===== src/rtl/olaps_ram.sv =====
// generic single write port ram with registered read
`default_nettype none

module olaps_ram #(
  parameter int WIDTH = 8,
  parameter int DEPTH = 16
) (
  input  wire logic                     clk,
  input  wire logic                     we,
  input  wire logic [$clog2(DEPTH)-1:0] waddr,
  input  wire logic [WIDTH-1:0]         wdata,
  input  wire logic [$clog2(DEPTH)-1:0] raddr,
  output      logic [WIDTH-1:0]         rdata
);

  logic [WIDTH-1:0] mem [DEPTH];

  always_ff @(posedge clk) begin
    if (we) begin
      mem[waddr] <= wdata;
    end
    rdata <= mem[raddr];
  end

endmodule

`default_nettype wire


===== config.mk =====
export PLATFORM = sky130hd
export DESIGN_NAME = olaps_ram
export DESIGN_NICKNAME = d
export VERILOG_FILES = /design/src/rtl/olaps_ram.sv
export SDC_FILE = /design/constraint.sdc
export NUM_CORES = 1
export LEC_CHECK = 0
export BUFFER_PORTS_ARGS = -buffer_cell sky130_fd_sc_hd__buf_2
export CORE_ASPECT_RATIO = 1.1
export CORE_UTILIZATION = 30
export DETAILED_ROUTE_END_ITERATION = 8
export GPL_TIMING_DRIVEN = 0
export PLACE_DENSITY = 0.55
export SLEW_MARGIN = 15
export SYNTH_ARGS = -nofsm -noshare
export SYNTH_HDL_FRONTEND = slang
export SYNTH_SLANG_ARGS = --single-unit

===== constraint.sdc =====
create_clock -name clk -period 2.24 [get_ports clk]
set_input_delay 0.112 -clock clk [delete_from_list [all_inputs] [get_ports clk]]
set_output_delay 0.112 -clock clk [all_outputs]
set_load 0.01 [all_outputs]

==> run_results.csv <==
group,metric,value,unit
clocking,worst_skew_pair.late_latency,0.41,ns
global_route,antenna_found_initial,0,
sta,setup_viol,0,
worst_setup_path,rrSetupSlack,0.74,ns
finish,drive_gt1_share,29.8,%
worst_setup_path,reg2reg_to,"rdata[0]",
clocking,ctsLongestPathBuffers,2,
worst_setup_path,path_max_fanout,1,
drt,firstDrtPassIters,5,
drt,drtIter0Drc,148,
drt,drc,0,
drt,wl_per_cell,20.6,um
clocking,cts_made_buffers,17,
die,die_y,139,um
worst_setup_path,crit_type,"reg2reg",
drt,routed-via-count,2349,
logic_synthesis,seq_area_frac_synth,77.8,%
place,dpl.hpwl,6490,um
die,row_count,49,
sta,worstMarginPinSlew,0.848,ns
drt,drt.antenna.violating_nets,0,
global_route,overflow,0,
clocking,cts-resized-gates,0,
clocking,cts_root_buffer,"clkbuf_16",
finish,final_common_cell,"edfxtp_1",
global_route,track_usage,12.5,%
logic_synthesis,yosys.area.top_type,"edfxtp_1",
logic_synthesis,yosysTopAreaCellShare,74.7,%
finish,fillCellCount,1489,
finish,area_growth,19.3,%
logic_synthesis,netlist_instances,229,
worst_setup_path,crit_required,2.51,ns
finish,register_area,4000,sq um
global_route,grt_max_degree,17,
sta,finalHoldViolCount,0,
worst_setup_path,r2r-start,"mem[1][0]",
worst_setup_path,critPathCaptureType,"register",
clocking,cts.sinks,136,
clocking,cts_hold_buf,0,
logic_synthesis,ys_seq_elements,136,
sta,worst_slew_margin_rel,43.2,%
worst_setup_path,path_cells,"mux4_1 > a22oi_1 > nand2_1",
global_route,grt_pass1_wl,15200,um
power_and_ir_drop,leakagePower,2.04,nW
finish,antenna_cells,0,
sta,rsz0062_at_grt,"false",
finish,multi_input_area,1080,sq um
die,start_util,31.1,%
min_path,min_path_cells,1,
finish,layout_common_cells,"edfxtp_1, buf_2, clkbuf_16",
power_and_ir_drop,max-vdd-ir-drop,632,uV
die,dieWidth,127,um
drt,routed_wl,10100,um
clocking,htreeDepth,4,
worst_setup_path,arrival,1.77,ns
worst_setup_path,reg2regPathDepth,3,
place,portBuffers,24,
die,ios,26,
sta,hold_slack,0.0990,ns
min_path,hp-start,"wdata[6]",
sta,tns,0,ns
die,die_area,17700,sq um
logic_synthesis,synth_fp_nets,247,
power_and_ir_drop,p_per_area,950,nW/um^2
logic_synthesis,ys_types,19,
drt,via_per_inst,4.80,
sta,fin_skew,0.00774,ns
clocking,cts_tree,"done",
global_route,grt_pass1_vias,2412,
die,core_area,16600,sq um
outcome,status,"complete, no violations",
place,gp_congestion,0.793,
job,drv_cap,0,
logic_synthesis,avgSynthCellArea,22.5,sq um
finish,nets,290,
sta,slew_viol_final,0,
min_path,min_path_type,"in2reg",
place,place_inst,457,
logic_synthesis,synth_area_leaders,"edfxtp_1, mux4_2, mux4_1",
worst_setup_path,cpPeakStageDelay,0.53,ns
clocking,postCtsSetupRepairBufs,0,
sta,min_period_over_period,66.9,%
clocking,cts.reportedPaths.clkPinSlew,0.06,ns
logic_synthesis,ys_warn_count,0,
min_path,whs_endpoint,"mem[6][6]",
sta,fmax,0.668,GHz
finish,design_area,6140,sq um
logic_synthesis,synthesis.area,5150,sq um
sta,period_needed,1.50,ns
worst_setup_path,cpMaxStageDelayCell,"mux4_1",
finish,final_cells,489,
worst_setup_path,cp-start-kind,"register",
place,placed_area,5540,sq um
[critical path: cells and delay by family (launching register included)]
kind | cells | cell delay (ns)
multiplexers | 1 | 0.53
flip-flops | 1 | 0.34
AO/OA/AOI/OAI | 1 | 0.35
AND/OR/NAND/NOR | 1 | 0.14
[report_power, final]
group | internal [mW] | switching [mW] | total, mW
registers | 2.85 | 0.0126 | 2.86
clock network | 1.73 | 0.953 | 2.69
logic | 0.113 | 0.169 | 0.282
total | 4.69 | 1.14 | 5.83
[cell usage after synthesis, drive strengths merged]
cell,number
nor2b,1
buf,7
mux4,32
dfxtp,8
clkdlybuf4s25,3
nand2,9
or3b,1
edfxtp,128
nand2b,2
and2b,1
nor3,4
nor2,13
nand3,1
and2,1
nand3b,2
a22oi,16
[worst max path at each step]
stage	start	to	slack, ns	depth (start not counted)
after floorplan	waddr[2]	mem[0][0]	0.64	2
after global placement	waddr[2]	mem[0][4]	0.07	3
after detailed placement	waddr[2]	mem[3][4]	0.43	3
after CTS	mem[1][0]	rdata[0]	0.78	3
after global routing	mem[3][3]	rdata[3]	0.73	3
final	mem[1][0]	rdata[0]	0.74	3
[through the flow]
| stage | power [mW] | setup WS (ns) | utilization (%) |
|---|---|---|---|
| final | 5.83 | 0.742 | 37.1 |
| after global routing | 6.04 | 0.730 | 37.1 |
| after CTS | 5.89 | 0.784 | 37.1 |
| after detailed placement | 3.20 | 0.429 | 33.5 |
| after global placement | 3.19 | 0.0666 | 33.4 |
| after floorplan | 3.06 | 0.635 | - |
[sequential cells by signal, indices dropped and copies added, names as in the netlist]
name	cells
rdata	8
mem	128
[layer usage]
layer  share of wire, %  track usage (%)
met1                 44             17.1
met2                 47             18.5
met3                7.8             4.50
met4                1.0             4.14
met5                  0                0
[logic make-up (layout without fill, tap and decap cells)]
family / count (synthesis) / count (layout) / synth area share (%)
AND/OR/NAND/NOR: 35 / 35 / 3.18
multiplexers: 32 / 32 / 15.0
buffers and inverters: 10 / 66 / 1.68
AO/OA/AOI/OAI: 16 / 16 / 2.33
flip-flops: 136 / 136 / 77.8
[final cells by class]
class                   count  area share, %
well taps                 204           4.16
clock buffers              27           9.25
flip-flops and latches    136           65.2
multi-input cells          83           17.5
repair buffers             24           1.96
clock inverters             5          0.448
plain buffers              10           1.41
No activity file was read; power rests on OpenSTA's default activity.
