--- config.mk ---
export PLATFORM = sky130hd
export DESIGN_NAME = olaps_div
export DESIGN_NICKNAME = d
export VERILOG_FILES = /design/src/rtl/olaps_pkg.sv /design/src/rtl/olaps_div.sv
export SDC_FILE = /design/constraint.sdc
export NUM_CORES = 1
export LEC_CHECK = 0
export BUFFER_PORTS_ARGS = -buffer_cell sky130_fd_sc_hd__clkbuf_2
export CAP_MARGIN = 40
export CORE_MARGIN = 2
export CORE_UTILIZATION = 48
export DETAILED_ROUTE_END_ITERATION = 7
export PLACE_DENSITY = 0.85
export RECOVER_POWER = 50
export SYNTH_ARGS = -nofsm -noshare
export SYNTH_HDL_FRONTEND = slang
export SYNTH_SLANG_ARGS = --single-unit
--- constraint.sdc ---
create_clock -name clk -period 3 [get_ports clk]
set_input_delay 0.45 -clock clk [delete_from_list [all_inputs] [get_ports clk]]
set_output_delay 0.45 -clock clk [all_outputs]
set_load 0.01 [all_outputs]
--- src/rtl/olaps_pkg.sv ---
// shared constants and types for the overlap-add pitch shifter
`default_nettype none

package olaps_pkg;

  localparam int STORE_DEPTH = 65536;
  localparam int SAMPLE_BITS = 24;
  localparam int FRAC_BITS   = 16;

  localparam int ADDR_BITS = $clog2(STORE_DEPTH);
  localparam int STEP_BITS = FRAC_BITS + 2;
  localparam int WIN_BITS  = 17;
  localparam int FADE_BITS = 16;
  localparam int CFG_BITS  = (STEP_BITS > WIN_BITS) ? STEP_BITS : WIN_BITS;
  localparam int IDX_BITS  = 2;

  // read offset, integer part indexes the window
  localparam int OFS_BITS  = ADDR_BITS + FRAC_BITS;
  // divider width, holds a window length of STORE_DEPTH
  localparam int DIV_BITS  = ADDR_BITS + 1;
  localparam int THR_BITS  = DIV_BITS + 1;
  localparam int GAIN_BITS = FRAC_BITS + 1;
  localparam int ACC_BITS  = SAMPLE_BITS + GAIN_BITS + 1;
  localparam int FRAME_BITS = 2 * SAMPLE_BITS;

  localparam logic [GAIN_BITS-1:0] ONE_Q = GAIN_BITS'(1) << FRAC_BITS;

  localparam logic [IDX_BITS-1:0] REG_STEP = 2'd0;
  localparam logic [IDX_BITS-1:0] REG_WIN  = 2'd1;
  localparam logic [IDX_BITS-1:0] REG_FADE = 2'd2;

  localparam logic [STEP_BITS-1:0] STEP_RESET = STEP_BITS'(ONE_Q);
  localparam logic [WIN_BITS-1:0]  WIN_RESET  = 17'd4800;
  localparam logic [FADE_BITS-1:0] FADE_RESET = 16'd2400;

  typedef struct packed {
    logic                start;
    logic [DIV_BITS-1:0] rem_init;
    logic [DIV_BITS-1:0] dividend;
    logic [DIV_BITS-1:0] divisor;
  } div_req_t;

  typedef struct packed {
    logic                done;
    logic [DIV_BITS-1:0] quot;
    logic [DIV_BITS-1:0] rem;
  } div_rsp_t;

endpackage

`default_nettype wire

--- src/rtl/olaps_div.sv ---
// shared restoring divider, one quotient bit per cycle
`default_nettype none

module olaps_div import olaps_pkg::*; (
  input  wire logic     clk,
  input  wire logic     rst,
  input  wire div_req_t req,
  output      div_rsp_t rsp
);

  localparam int CNT_BITS = $clog2(DIV_BITS + 1);

  logic                busy;
  logic                done;
  logic [CNT_BITS-1:0] cnt;
  logic [DIV_BITS-1:0] rem;
  logic [DIV_BITS-1:0] quo;
  logic [DIV_BITS-1:0] dvs;

  logic [DIV_BITS:0] shifted;
  logic [DIV_BITS:0] diff;
  logic              ge;

  always_comb begin
    shifted = {rem, quo[DIV_BITS-1]};
    diff    = shifted - {1'b0, dvs};
    ge      = shifted >= {1'b0, dvs};
  end

  always_ff @(posedge clk) begin
    if (rst) begin
      busy <= 1'b0;
      done <= 1'b0;
      cnt  <= '0;
    end else begin
      done <= 1'b0;
      if (req.start) begin
        busy <= 1'b1;
        cnt  <= CNT_BITS'(DIV_BITS);
        rem  <= req.rem_init;
        quo  <= req.dividend;
        dvs  <= req.divisor;
      end else if (busy) begin
        rem <= ge ? diff[DIV_BITS-1:0] : shifted[DIV_BITS-1:0];
        quo <= {quo[DIV_BITS-2:0], ge};
        cnt <= cnt - CNT_BITS'(1);
        if (cnt == CNT_BITS'(1)) begin
          busy <= 1'b0;
          done <= 1'b1;
        end
      end
    end
  end

  assign rsp.done = done;
  assign rsp.quot = quo;
  assign rsp.rem  = rem;

endmodule

`default_nettype wire
==> results of run 1 <==
-- worst max path at each step --
stage,from,endpoint,slack (ns),depth (start not counted)
2_1_floorplan,req[51],quo[0]$_DFFE_PP_,0.15,4
3_3_place_gp,quo[16]$_DFFE_PP_,rem[13]$_DFFE_PP_,0.22,10
3_5_place_dp,quo[16]$_DFFE_PP_,rem[13]$_DFFE_PP_,0.09,10
4_1_cts,quo[16]$_DFFE_PP_,rem[13]$_DFFE_PP_,0.04,10
5_1_grt,quo[16]$_DFFE_PP_,rem[9]$_DFFE_PP_,0.01,10
6_report,quo[16]$_DFFE_PP_,rem[13]$_DFFE_PP_,0.15,10
-- cell families after synthesis --
group                      synth area share [%]
and+or+nand+nor                            11.2
AOI/OAI and AO/OA                          17.3
DFF                                        48.2
buffers and inverters                      5.16
muxes                                      6.92
xor gates and xnor gates                   3.79
adders and majority gates                  7.43
-- worst register-to-register path, stage by stage (launching register included) --
cell       delay (ns)
edfxtp_1         0.42
inv_1            0.08
ha_1             0.16
inv_1            0.05
fa_1             0.46
a211oi_4         0.29
o21ai_4          0.12
o2111ai_4        0.27
a31o_2           0.33
nor2_1           0.10
a221o_1          0.31
-- synth_stat cells, types with 2 or more instances --
| library cell | number | area share, % |
|---|---|---|
| nand2b_1 | 3 | 0.54 |
| o21ai_1 | 5 | 0.72 |
| a211o_1 | 2 | 0.50 |
| nor3_1 | 10 | 1.4 |
| ha_1 | 19 | 6.9 |
| a31oi_1 | 2 | 0.36 |
| nor4b_1 | 2 | 0.50 |
| o311ai_2 | 2 | 0.94 |
| nor4_1 | 3 | 0.54 |
| nand3_1 | 6 | 0.87 |
| o21ai_0 | 12 | 1.7 |
| edfxtp_1 | 51 | 44 |
| xnor2_1 | 11 | 2.8 |
| nand2_1 | 23 | 2.5 |
| mux2_2 | 16 | 5.2 |
| a21o_1 | 4 | 0.87 |
| xor2_1 | 4 | 1.0 |
| nand4_1 | 2 | 0.36 |
| nor2_1 | 18 | 1.9 |
| a221o_1 | 2 | 0.58 |
| a211oi_1 | 2 | 0.43 |
| a21oi_1 | 21 | 3.0 |
| and3_1 | 6 | 1.1 |
| clkbuf_1 | 5 | 0.54 |
| o211ai_1 | 10 | 2.2 |
| dfxtp_1 | 7 | 4.0 |
| inv_1 | 24 | 2.6 |
| mux2i_1 | 6 | 1.7 |
| buf_4 | 4 | 0.87 |
| o21a_1 | 2 | 0.43 |
| buf_6 | 2 | 0.65 |
-- area by class of cell --
class | instances | area (sq um) | area share (%)
inverters | 25 | 93.8 | 2.25
repair buffers | 97 | 458 | 11.0
well taps | 96 | 120 | 2.89
flip-flops and latches | 58 | 1670 | 40.2
clock inverters | 4 | 25.0 | 0.601
multi-input cells | 217 | 1630 | 39.1
clock buffers | 12 | 165 | 3.97
-- state kept, by name, summed over array words and instances (netlist names) --
register,flops
quo,17
busy,1
rem,17
dvs,17
cnt,5
done,1
-- where the power goes --
part / total [W] / internal (W) / switching [W]
Sequential: 0.00101 / 0.000965 / 0.0000437
Combinational: 0.000676 / 0.000287 / 0.000389
Clock: 0.000693 / 0.000364 / 0.000329
-- per-layer routing --
layer | vias to the layer above | global-route usage, % | part of all wire [%]
met5 | - | 0 | 0
met1 | 1345 | 29.2 | 39
met3 | 22 | 5.54 | 8.4
li1 | 1357 | - | -
met2 | 142 | 37.0 | 50
met4 | 0 | 11.7 | 2.4
-- stage by stage --
step	setup slack, ns	instance area (sq um)	total power (W)	cells
finish	0.148	4160	0.00238	509
global route	0.0112	4160	0.00250	509
CTS	0.0384	4210	0.00239	509
detailed placement	0.0901	4020	0.00169	493
global placement	0.219	4020	0.00167	493
floorplan	0.151	3470	0.00151	314
-- repair_timing --
item,4_1_cts,5_1_grt
resized for setup,0,2
setup endpoints to repair,0,13
endpoints found under the hold margin,0,0
hold buffers,0,0
==> flow_metrics.env, run 1 <==
export IMPL_utilization_pct=60.3
export IMPL_powerDensity_nw_per_um2=571
export IMPL_h_tree_depth=3
export IMPL_ys_seq_area_share_pct=48.2
export IMPL_place_congestion=0.957
export IMPL_final_hold_viol_count=0
export IMPL_arrival_ns=2.94
export IMPL_whs_endpoint="dvs[9]$_DFFE_PP_"
export IMPL_grt_max_degree=21
export IMPL_hold_start="req[9]"
export IMPL_final_min_clock_period_ns=2.85
export IMPL_synthArstFlopShare_pct=0
export IMPL_cts_buffers_inserted=9
export IMPL_portBuffers=88
export IMPL_max_cap_violations=0
export IMPL_fillers=615
export IMPL_wl_mm=8.43
export IMPL_synthCells=314
export IMPL_grt_ovfl_total=0
export IMPL_crit_type="reg -> reg"
export IMPL_io_pins=89
export IMPL_status="completed"
export IMPL_crit_path_start_kind="flip-flop"
export IMPL_slowest_stage="fa_1"
export IMPL_avgSynthCellArea_sq_um=11.0
export IMPL_first_pass_iters=4
export IMPL_r2r_slack_ns=0.15
export IMPL_die_area_sq_um=7920
export IMPL_hpwlAfterDp_mm=6.21
export IMPL_required_ns=3.09
export IMPL_critPathMaxFanout=8
export IMPL_cpLargestDelayFamily="compound AO/OA/AOI/OAI gates"
export IMPL_dieHeight_um=89.0
export IMPL_rows=30
export IMPL_clock_tree_root_cell="clkbuf_8"
export IMPL_ir_drop_uv=325
export IMPL_wl_per_cell_um=16.6
export IMPL_diodes=0
export IMPL_synth_flop_cell="edfxtp_1"
export IMPL_worstMarginPinSlew_ns=0.921
export IMPL_fin_tns_setup_ns=0
export IMPL_synth_seq_cells=58
export IMPL_cp_cell_sequence="inv_1 > ha_1 > inv_1 > fa_1 > a211oi_4 > o21ai_4 > o2111ai_4 > a31o_2 > nor2_1 > a221o_1"
export IMPL_drive_gt1_share_pct=25.4
export IMPL_area_growth_pct=20.0
export IMPL_start_util_pct=50.2
export IMPL_grt_usage_pct=23.1
export IMPL_relSlewSlack_pct=38.6
export IMPL_reg2reg_depth=10
export IMPL_cts_buffer_depth=2
export IMPL_clkSlewWorstSetupHoldPaths_ns=0.07
export IMPL_crit_top_cell="inv_1"
export IMPL_synth_edf_count=51
export IMPL_cts_tree="done"
export IMPL_viasPerCell=5.63
export IMPL_antenna_found_initial=0
export IMPL_finClkSkew_ns=0.00604
export IMPL_fp_coreArea_sq_um=6910
export IMPL_clk_latency_ns=0.34
export IMPL_grt_pass1_vias=2928
export IMPL_cts_setup_buffers=0
export IMPL_clock_sinks=58
export IMPL_r2r_end="rem[13]$_DFFE_PP_"
export IMPL_endpoint_kind="flip-flop"
export IMPL_rsz0062_at_grt="no"
export IMPL_drtIter0Drc=329
export IMPL_setup_violations=0
export IMPL_die_w_um=89.0
export IMPL_drcViolationCount=0
export IMPL_synth_warnings=0
export IMPL_yosysUniqueCellTypes=59
export IMPL_period_share_pct=95.1
export IMPL_crit_path_max_incr_delay_ns=0.46
export IMPL_final_nets=482
export IMPL_min_path_cells=1
export IMPL_hold_path_class="in -> reg"
export IMPL_r2r_start="quo[16]$_DFFE_PP_"
export IMPL_worst_path_buf_inv=2
export IMPL_synth_nets=388
export IMPL_syn_area_sq_um=3470
export IMPL_vias=2866
export IMPL_slew_violations=0
export IMPL_power_leakage_nw=1.69
export IMPL_grt_pass1_wl_mm=13.8
export IMPL_fmax_mhz=351
export IMPL_final_cell_mix="edfxtp_1, clkbuf_2, clkbuf_1, inv_1, nand2_1"
export IMPL_ant_nets=0
export IMPL_holdWs_ns=0.275
(Power assumes the default switching activity.)
==> run 2, diff against run 1 <==
--- a/config.mk
+++ b/config.mk
@@ -9,9 +9,10 @@
 export CAP_MARGIN = 40
 export CORE_MARGIN = 2
 export CORE_UTILIZATION = 48
+export CTS_BUF_LIST = sky130_fd_sc_hd__clkbuf_8 sky130_fd_sc_hd__clkbuf_16
 export DETAILED_ROUTE_END_ITERATION = 7
 export PLACE_DENSITY = 0.85
-export RECOVER_POWER = 50
+export RECOVER_POWER = 25
 export SYNTH_ARGS = -nofsm -noshare
 export SYNTH_HDL_FRONTEND = slang
 export SYNTH_SLANG_ARGS = --single-unit
==> run 2 against run 1 <==
Against the previous run: sequential cell count unchanged; critical path depth unchanged; routed wire length down 0.12%; clock power about the same; sequential power about the same; clock skew about the same; die area unchanged; sequential share of layout area down 0.41 points; global-route usage unchanged; critical path type unchanged; critical endpoint unchanged; largest power group unchanged.
==> flow_metrics.env, run 2 (synthesis results as in run 1) <==
export IMPL_top_regs="dvs x17, quo x17, rem x17"
export IMPL_ant_nets=0
export IMPL_rsz0062_at_grt="no"
export IMPL_crit_type="reg -> reg"
export IMPL_clock_tree_root_cell="clkbuf_8"
export IMPL_area_growth_pct=21.2
export IMPL_drive_gt1_share_pct=33.7
export IMPL_r2r_end="rem[13]$_DFFE_PP_"
export IMPL_slowest_stage="fa_1"
export IMPL_h_tree_depth=3
export IMPL_min_path_cells=1
export IMPL_crit_path_start_kind="flip-flop"
export IMPL_p_comb_share_pct=28.8
export IMPL_status="completed"
export IMPL_grt_pass1_wl_mm=13.8
export IMPL_fp_coreArea_sq_um=6910
export IMPL_power_leakage_nw=1.79
export IMPL_period_share_pct=95.7
export IMPL_final_hold_viol_count=0
export IMPL_mostFrequentLayoutCell="clkbuf_2"
export IMPL_clock_sinks=58
export IMPL_clk_latency_ns=0.34
export IMPL_relSlewSlack_pct=39.1
export IMPL_antenna_found_initial=0
export IMPL_final_min_clock_period_ns=2.87
export IMPL_fin_tns_setup_ns=0
export IMPL_dieHeight_um=89.0
export IMPL_whs_endpoint="dvs[9]$_DFFE_PP_"
export IMPL_switching_power_w=0.000763
export IMPL_arrival_ns=2.96
export IMPL_cts_hold_buf=0
export IMPL_endpoint_kind="flip-flop"
export IMPL_hpwlAfterDp_mm=6.21
export IMPL_hold_start="req[9]"
export IMPL_max_cap_violations=0
export IMPL_cts_tree="done"
export IMPL_ir_drop_uv=344
export IMPL_wl_mm=8.42
export IMPL_viasPerCell=5.62
export IMPL_hold_path_class="in -> reg"
export IMPL_power_internal_w=0.00163
export IMPL_cts_setup_buffers=0
export IMPL_powerDensity_nw_per_um2=568
export IMPL_r2r_slack_ns=0.13
export IMPL_drtIter0Drc=354
export IMPL_r2r_start="quo[16]$_DFFE_PP_"
export IMPL_portBuffers=88
export IMPL_crit_path_max_incr_delay_ns=0.46
export IMPL_fmax_mhz=348
export IMPL_grt_pass1_vias=2928
export IMPL_io_pins=89
export IMPL_netSwitchingFraction_pct=31.9
export IMPL_worstMarginPinSlew_ns=0.914
export IMPL_cts_buffers_inserted=9
export IMPL_pwr_share_clk_pct=29.0
export IMPL_diodes=0
export IMPL_grt_ovfl_total=0
export IMPL_place_congestion=0.957
export IMPL_dpl_worst_slack_ns=0.0901
export IMPL_grt_max_degree=21
export IMPL_die_w_um=89.0
export IMPL_cp_cell_sequence="inv_1 > ha_1 > inv_1 > fa_1 > a211oi_4 > o21ai_4 > o2111ai_4 > a31o_2 > nor2_1 > a221o_1"
export IMPL_fillers=600
export IMPL_vias=2860
export IMPL_final_nets=482
export IMPL_grt_usage_pct=23.1
export IMPL_rows=30
export IMPL_final_cell_mix="clkbuf_2, edfxtp_1, inv_1, nand2_1, a21oi_1"
export IMPL_required_ns=3.09
export IMPL_drcViolationCount=0
export IMPL_critPathMaxFanout=8
export IMPL_cts_buffer_depth=2
export IMPL_slew_violations=0
export IMPL_reg2reg_depth=10
export IMPL_setup_violations=0
export IMPL_crit_top_cell="inv_1"
export IMPL_die_area_sq_um=7920
export IMPL_cts_repair_resized=0
export IMPL_start_util_pct=50.2
export IMPL_clkSlewWorstSetupHoldPaths_ns=0.07
export IMPL_wl_per_cell_um=16.5
export IMPL_first_pass_iters=4
export IMPL_finClkSkew_ns=0.00604
export IMPL_worst_slack_ns=0.130
export IMPL_power_frac_seq_pct=42.2
## run 2: changes by cell type in the layout (fill, tap and decap cells not counted)
cell      change
clkbuf_2     +34
clkbuf_1     -34
## run 2: worst max path at each step
stage | from | to | slack [ns] | cells past startpoint
6_report | quo[16]$_DFFE_PP_ | rem[13]$_DFFE_PP_ | 0.13 | 10
3_3_place_gp | quo[16]$_DFFE_PP_ | rem[13]$_DFFE_PP_ | 0.22 | 10
4_1_cts | quo[16]$_DFFE_PP_ | rem[13]$_DFFE_PP_ | 0.04 | 10
3_5_place_dp | quo[16]$_DFFE_PP_ | rem[13]$_DFFE_PP_ | 0.09 | 10
5_1_grt | quo[16]$_DFFE_PP_ | rem[9]$_DFFE_PP_ | 0.01 | 10
2_1_floorplan | req[51] | quo[0]$_DFFE_PP_ | 0.15 | 4
## run 2: layout make-up
cell class / instances / area (sq um) / area share, %
Sequential cell: 58 / 1670 / 39.8
Multi-Input combinational cell: 217 / 1630 / 38.7
Timing Repair Buffer: 97 / 500 / 11.9
Clock buffer: 12 / 165 / 3.93
Tap cell: 96 / 120 / 2.86
Inverter: 25 / 93.8 / 2.23
Clock inverter: 4 / 25.0 / 0.595
## run 2: worst max-delay path: cells and delay by family (launching register included)
| family | cells | cell delay (ns) |
|---|---|---|
| AO/OA/AOI/OAI | 5 | 1.33 |
| adder cells (fa/ha/maj) | 2 | 0.62 |
| flip-flops | 1 | 0.42 |
| buffers and inverters | 2 | 0.13 |
| AND/OR/NAND/NOR | 1 | 0.10 |
## run 2: through the flow
step                utilization, %  area [sq um]  total power (W)  hold WS (ns)  instances
floorplan                        -          3470          0.00151         0.484        314
global placement              58.1          4020          0.00167         0.499        493
detailed placement            58.1          4020          0.00169         0.507        493
CTS                           60.9          4210          0.00239         0.267        509
global route                  60.9          4210          0.00250         0.267        509
finish                        60.9          4210          0.00239         0.276        509
## run 2: power groups by stage
| stage | combinational (W) | clock [W] | sequential, W |
|---|---|---|---|
| floorplan | 0.000477 | 0 | 0.00103 |
| global placement | 0.000645 | 0 | 0.00102 |
| detailed placement | 0.000670 | 0 | 0.00102 |
| CTS | 0.000678 | 0.000702 | 0.00101 |
| global route | 0.000756 | 0.000733 | 0.00102 |
| finish | 0.000688 | 0.000692 | 0.00101 |
## run 2: routing by layer
metal | share of wire, % | up-vias | global-route usage (%)
li1 | - | 1355 | -
met1 | 41 | 1354 | 29.2
met2 | 49 | 126 | 37.0
met3 | 7.5 | 25 | 5.54
met4 | 2.8 | 0 | 11.7
met5 | 0 | - | 0
==> run 3, diff against run 2 <==
--- a/config.mk
+++ b/config.mk
@@ -8,10 +8,10 @@
 export BUFFER_PORTS_ARGS = -buffer_cell sky130_fd_sc_hd__clkbuf_2
 export CAP_MARGIN = 40
 export CORE_MARGIN = 2
-export CORE_UTILIZATION = 48
+export CORE_UTILIZATION = 53
 export CTS_BUF_LIST = sky130_fd_sc_hd__clkbuf_8 sky130_fd_sc_hd__clkbuf_16
 export DETAILED_ROUTE_END_ITERATION = 7
-export PLACE_DENSITY = 0.85
+export PLACE_DENSITY = 0.8
 export RECOVER_POWER = 25
 export SYNTH_ARGS = -nofsm -noshare
 export SYNTH_HDL_FRONTEND = slang
==> constraint.sdc (replaced) <==
create_clock -name clk -period 3.24 [get_ports clk]
set_input_delay 0.486 -clock clk [delete_from_list [all_inputs] [get_ports clk]]
set_output_delay 0.486 -clock clk [all_outputs]
set_load 0.01 [all_outputs]
==> run 3 against run 2 <==
Against the previous run: clock skew decreased by 0.00057 ns; sequential share of layout area up 0.44 points; global-route usage is 0.16 points higher; utilization rose by 4.6 points; cell count is 3.9% lower; routed wire length is 3.5% lower; critical path depth is the same; worst setup slack better by 0.066 ns; sequential power down 8%; register-to-register slack improved by 0.07 ns; power decreased by 6.6%; fmax decreased by 5.7%; largest cell class unchanged.
==> flow_metrics.env, run 3 (synthesis results as in run 1) <==
export IMPL_rsz0062_at_grt="no"
export IMPL_clock_sinks=58
export IMPL_required_ns=3.33
export IMPL_mostFrequentLayoutCell="clkbuf_2"
export IMPL_io_pins=89
export IMPL_regArea_sq_um=1670
export IMPL_relSlewSlack_pct=3.03
export IMPL_vias=2779
export IMPL_hpwlAfterDp_mm=5.88
export IMPL_ant_nets=0
export IMPL_die_w_um=84.9
export IMPL_fmax_mhz=329
export IMPL_die_area_sq_um=7210
export IMPL_grt_max_degree=32
export IMPL_cts_tree="done"
export IMPL_multi_input_area_sq_um=1620
export IMPL_final_nets=481
export IMPL_antenna_found_initial=0
export IMPL_area_growth_pct=19.9
export IMPL_ir_drop_uv=434
export IMPL_slew_violations=0
export IMPL_final_hold_viol_count=0
export IMPL_top_regs="dvs x17, quo x17, rem x17"
export IMPL_cts_hold_buf=0
export IMPL_wl_mm=8.12
export IMPL_cts_buffer_depth=2
export IMPL_diodes=0
export IMPL_cp_cell_sequence="inv_1 > ha_1 > inv_1 > fa_1 > a211oi_2 > o21ai_4 > o2111ai_4 > a31o_1 > nor2_1 > a221o_1"
export IMPL_clk_latency_ns=0.34
export IMPL_grt_ovfl_total=0
export IMPL_crit_path_max_incr_delay_ns=0.48
export IMPL_period_share_pct=93.9
export IMPL_utilization_pct=65.5
export IMPL_portBuffers=88
export IMPL_clkSlewWorstSetupHoldPaths_ns=0.07
export IMPL_final_min_clock_period_ns=3.04
export IMPL_first_pass_iters=5
export IMPL_worstMarginPinSlew_ns=1.45
export IMPL_wl_per_cell_um=16.6
export IMPL_reg2reg_depth=10
export IMPL_max_cap_violations=0
export IMPL_grt_usage_pct=23.2
export IMPL_final_cell_mix="clkbuf_2, edfxtp_1, inv_1, nand2_1, a21oi_1"
export IMPL_start_util_pct=54.6
export IMPL_slowest_stage="a31o_1"
export IMPL_critPathMaxFanout=10
export IMPL_status="completed"
export IMPL_fin_tns_setup_ns=0
export IMPL_cts_buffers_inserted=9
export IMPL_crit_path_start_kind="flip-flop"
export IMPL_clock_tree_root_cell="clkbuf_8"
export IMPL_hold_path_class="in -> reg"
export IMPL_dieHeight_um=84.9
export IMPL_final_area_sq_um=4160
export IMPL_drtIter0Drc=134
export IMPL_rows=29
export IMPL_viasPerCell=5.68
export IMPL_grt_pass1_vias=2785
export IMPL_worst_path_buf_inv=2
export IMPL_crit_top_cell="inv_1"
export IMPL_fp_coreArea_sq_um=6350
export IMPL_grt_pass1_wl_mm=13.2
export IMPL_arrival_ns=3.14
export IMPL_h_tree_depth=3
export IMPL_cp_depth=10
export IMPL_finClkSkew_ns=0.00547
export IMPL_setup_violations=0
export IMPL_place_area_sq_um=3980
export IMPL_drive_gt1_share_pct=29.4
export IMPL_endpoint_kind="flip-flop"
export IMPL_place_congestion=0.888
export IMPL_cts_setup_buffers=0
export IMPL_drcViolationCount=0
export IMPL_power_leakage_nw=1.75
export IMPL_cts_repair_resized=0
export IMPL_fillers=515
export IMPL_min_path_cells=1
export IMPL_crit_type="reg -> reg"
export IMPL_cpLargestDelayFamily="compound AO/OA/AOI/OAI gates"
export IMPL_powerDensity_nw_per_um2=536
-- run 3: cell count changes in the layout (fill, tap and decap cells not counted), sizes merged --
cell      delta
buf          -1
clkinvlp     -1
inv          +1
-- run 3: path summary, 6_finish.rpt --
kind / startpoint / to / slack (ns)
max: quo[16]$_DFFE_PP_ / rem[13]$_DFFE_PP_ / 0.20
min reg2reg: cnt[1]$_SDFFE_PP0P_ / cnt[1]$_SDFFE_PP0P_ / 0.53
min: req[8] / dvs[8]$_DFFE_PP_ / 0.32
max reg2reg: quo[16]$_DFFE_PP_ / rem[13]$_DFFE_PP_ / 0.20
-- run 3: cell type report --
type | instances | area share [%]
inverter | 25 | 2.26
multi-input combinational | 217 | 39.0
clock inverter | 4 | 0.602
timing repair buffer | 96 | 11.4
clock buffer | 12 | 4.24
sequential | 58 | 40.2
tap | 77 | 2.32
-- run 3: power breakdown --
group	switching (W)	internal (W)
logic	0.000355	0.000269
registers	0.0000372	0.000893
clock network	0.000313	0.000364
total	0.000705	0.00153
-- run 3: per-layer routing --
layer,global-route usage [%],wire [um],up-vias,part of all wire [%]
met1,30.7,3560,1294,44
met5,0,0,-,0
li1,-,-,1356,-
met4,6.78,141,0,1.7
met3,6.52,594,13,7.3
met2,37.6,3820,116,47
-- run 3: through the flow --
stage	setup WS [ns]	std cells	hold WS [ns]	power, W
3_5_place_dp	0.264	473	0.514	0.00157
3_3_place_gp	0.346	473	0.500	0.00155
6_report	0.196	489	0.321	0.00223
2_1_floorplan	0.355	314	0.484	0.00140
5_1_grt	0.0388	489	0.307	0.00234
4_1_cts	0.239	489	0.312	0.00224
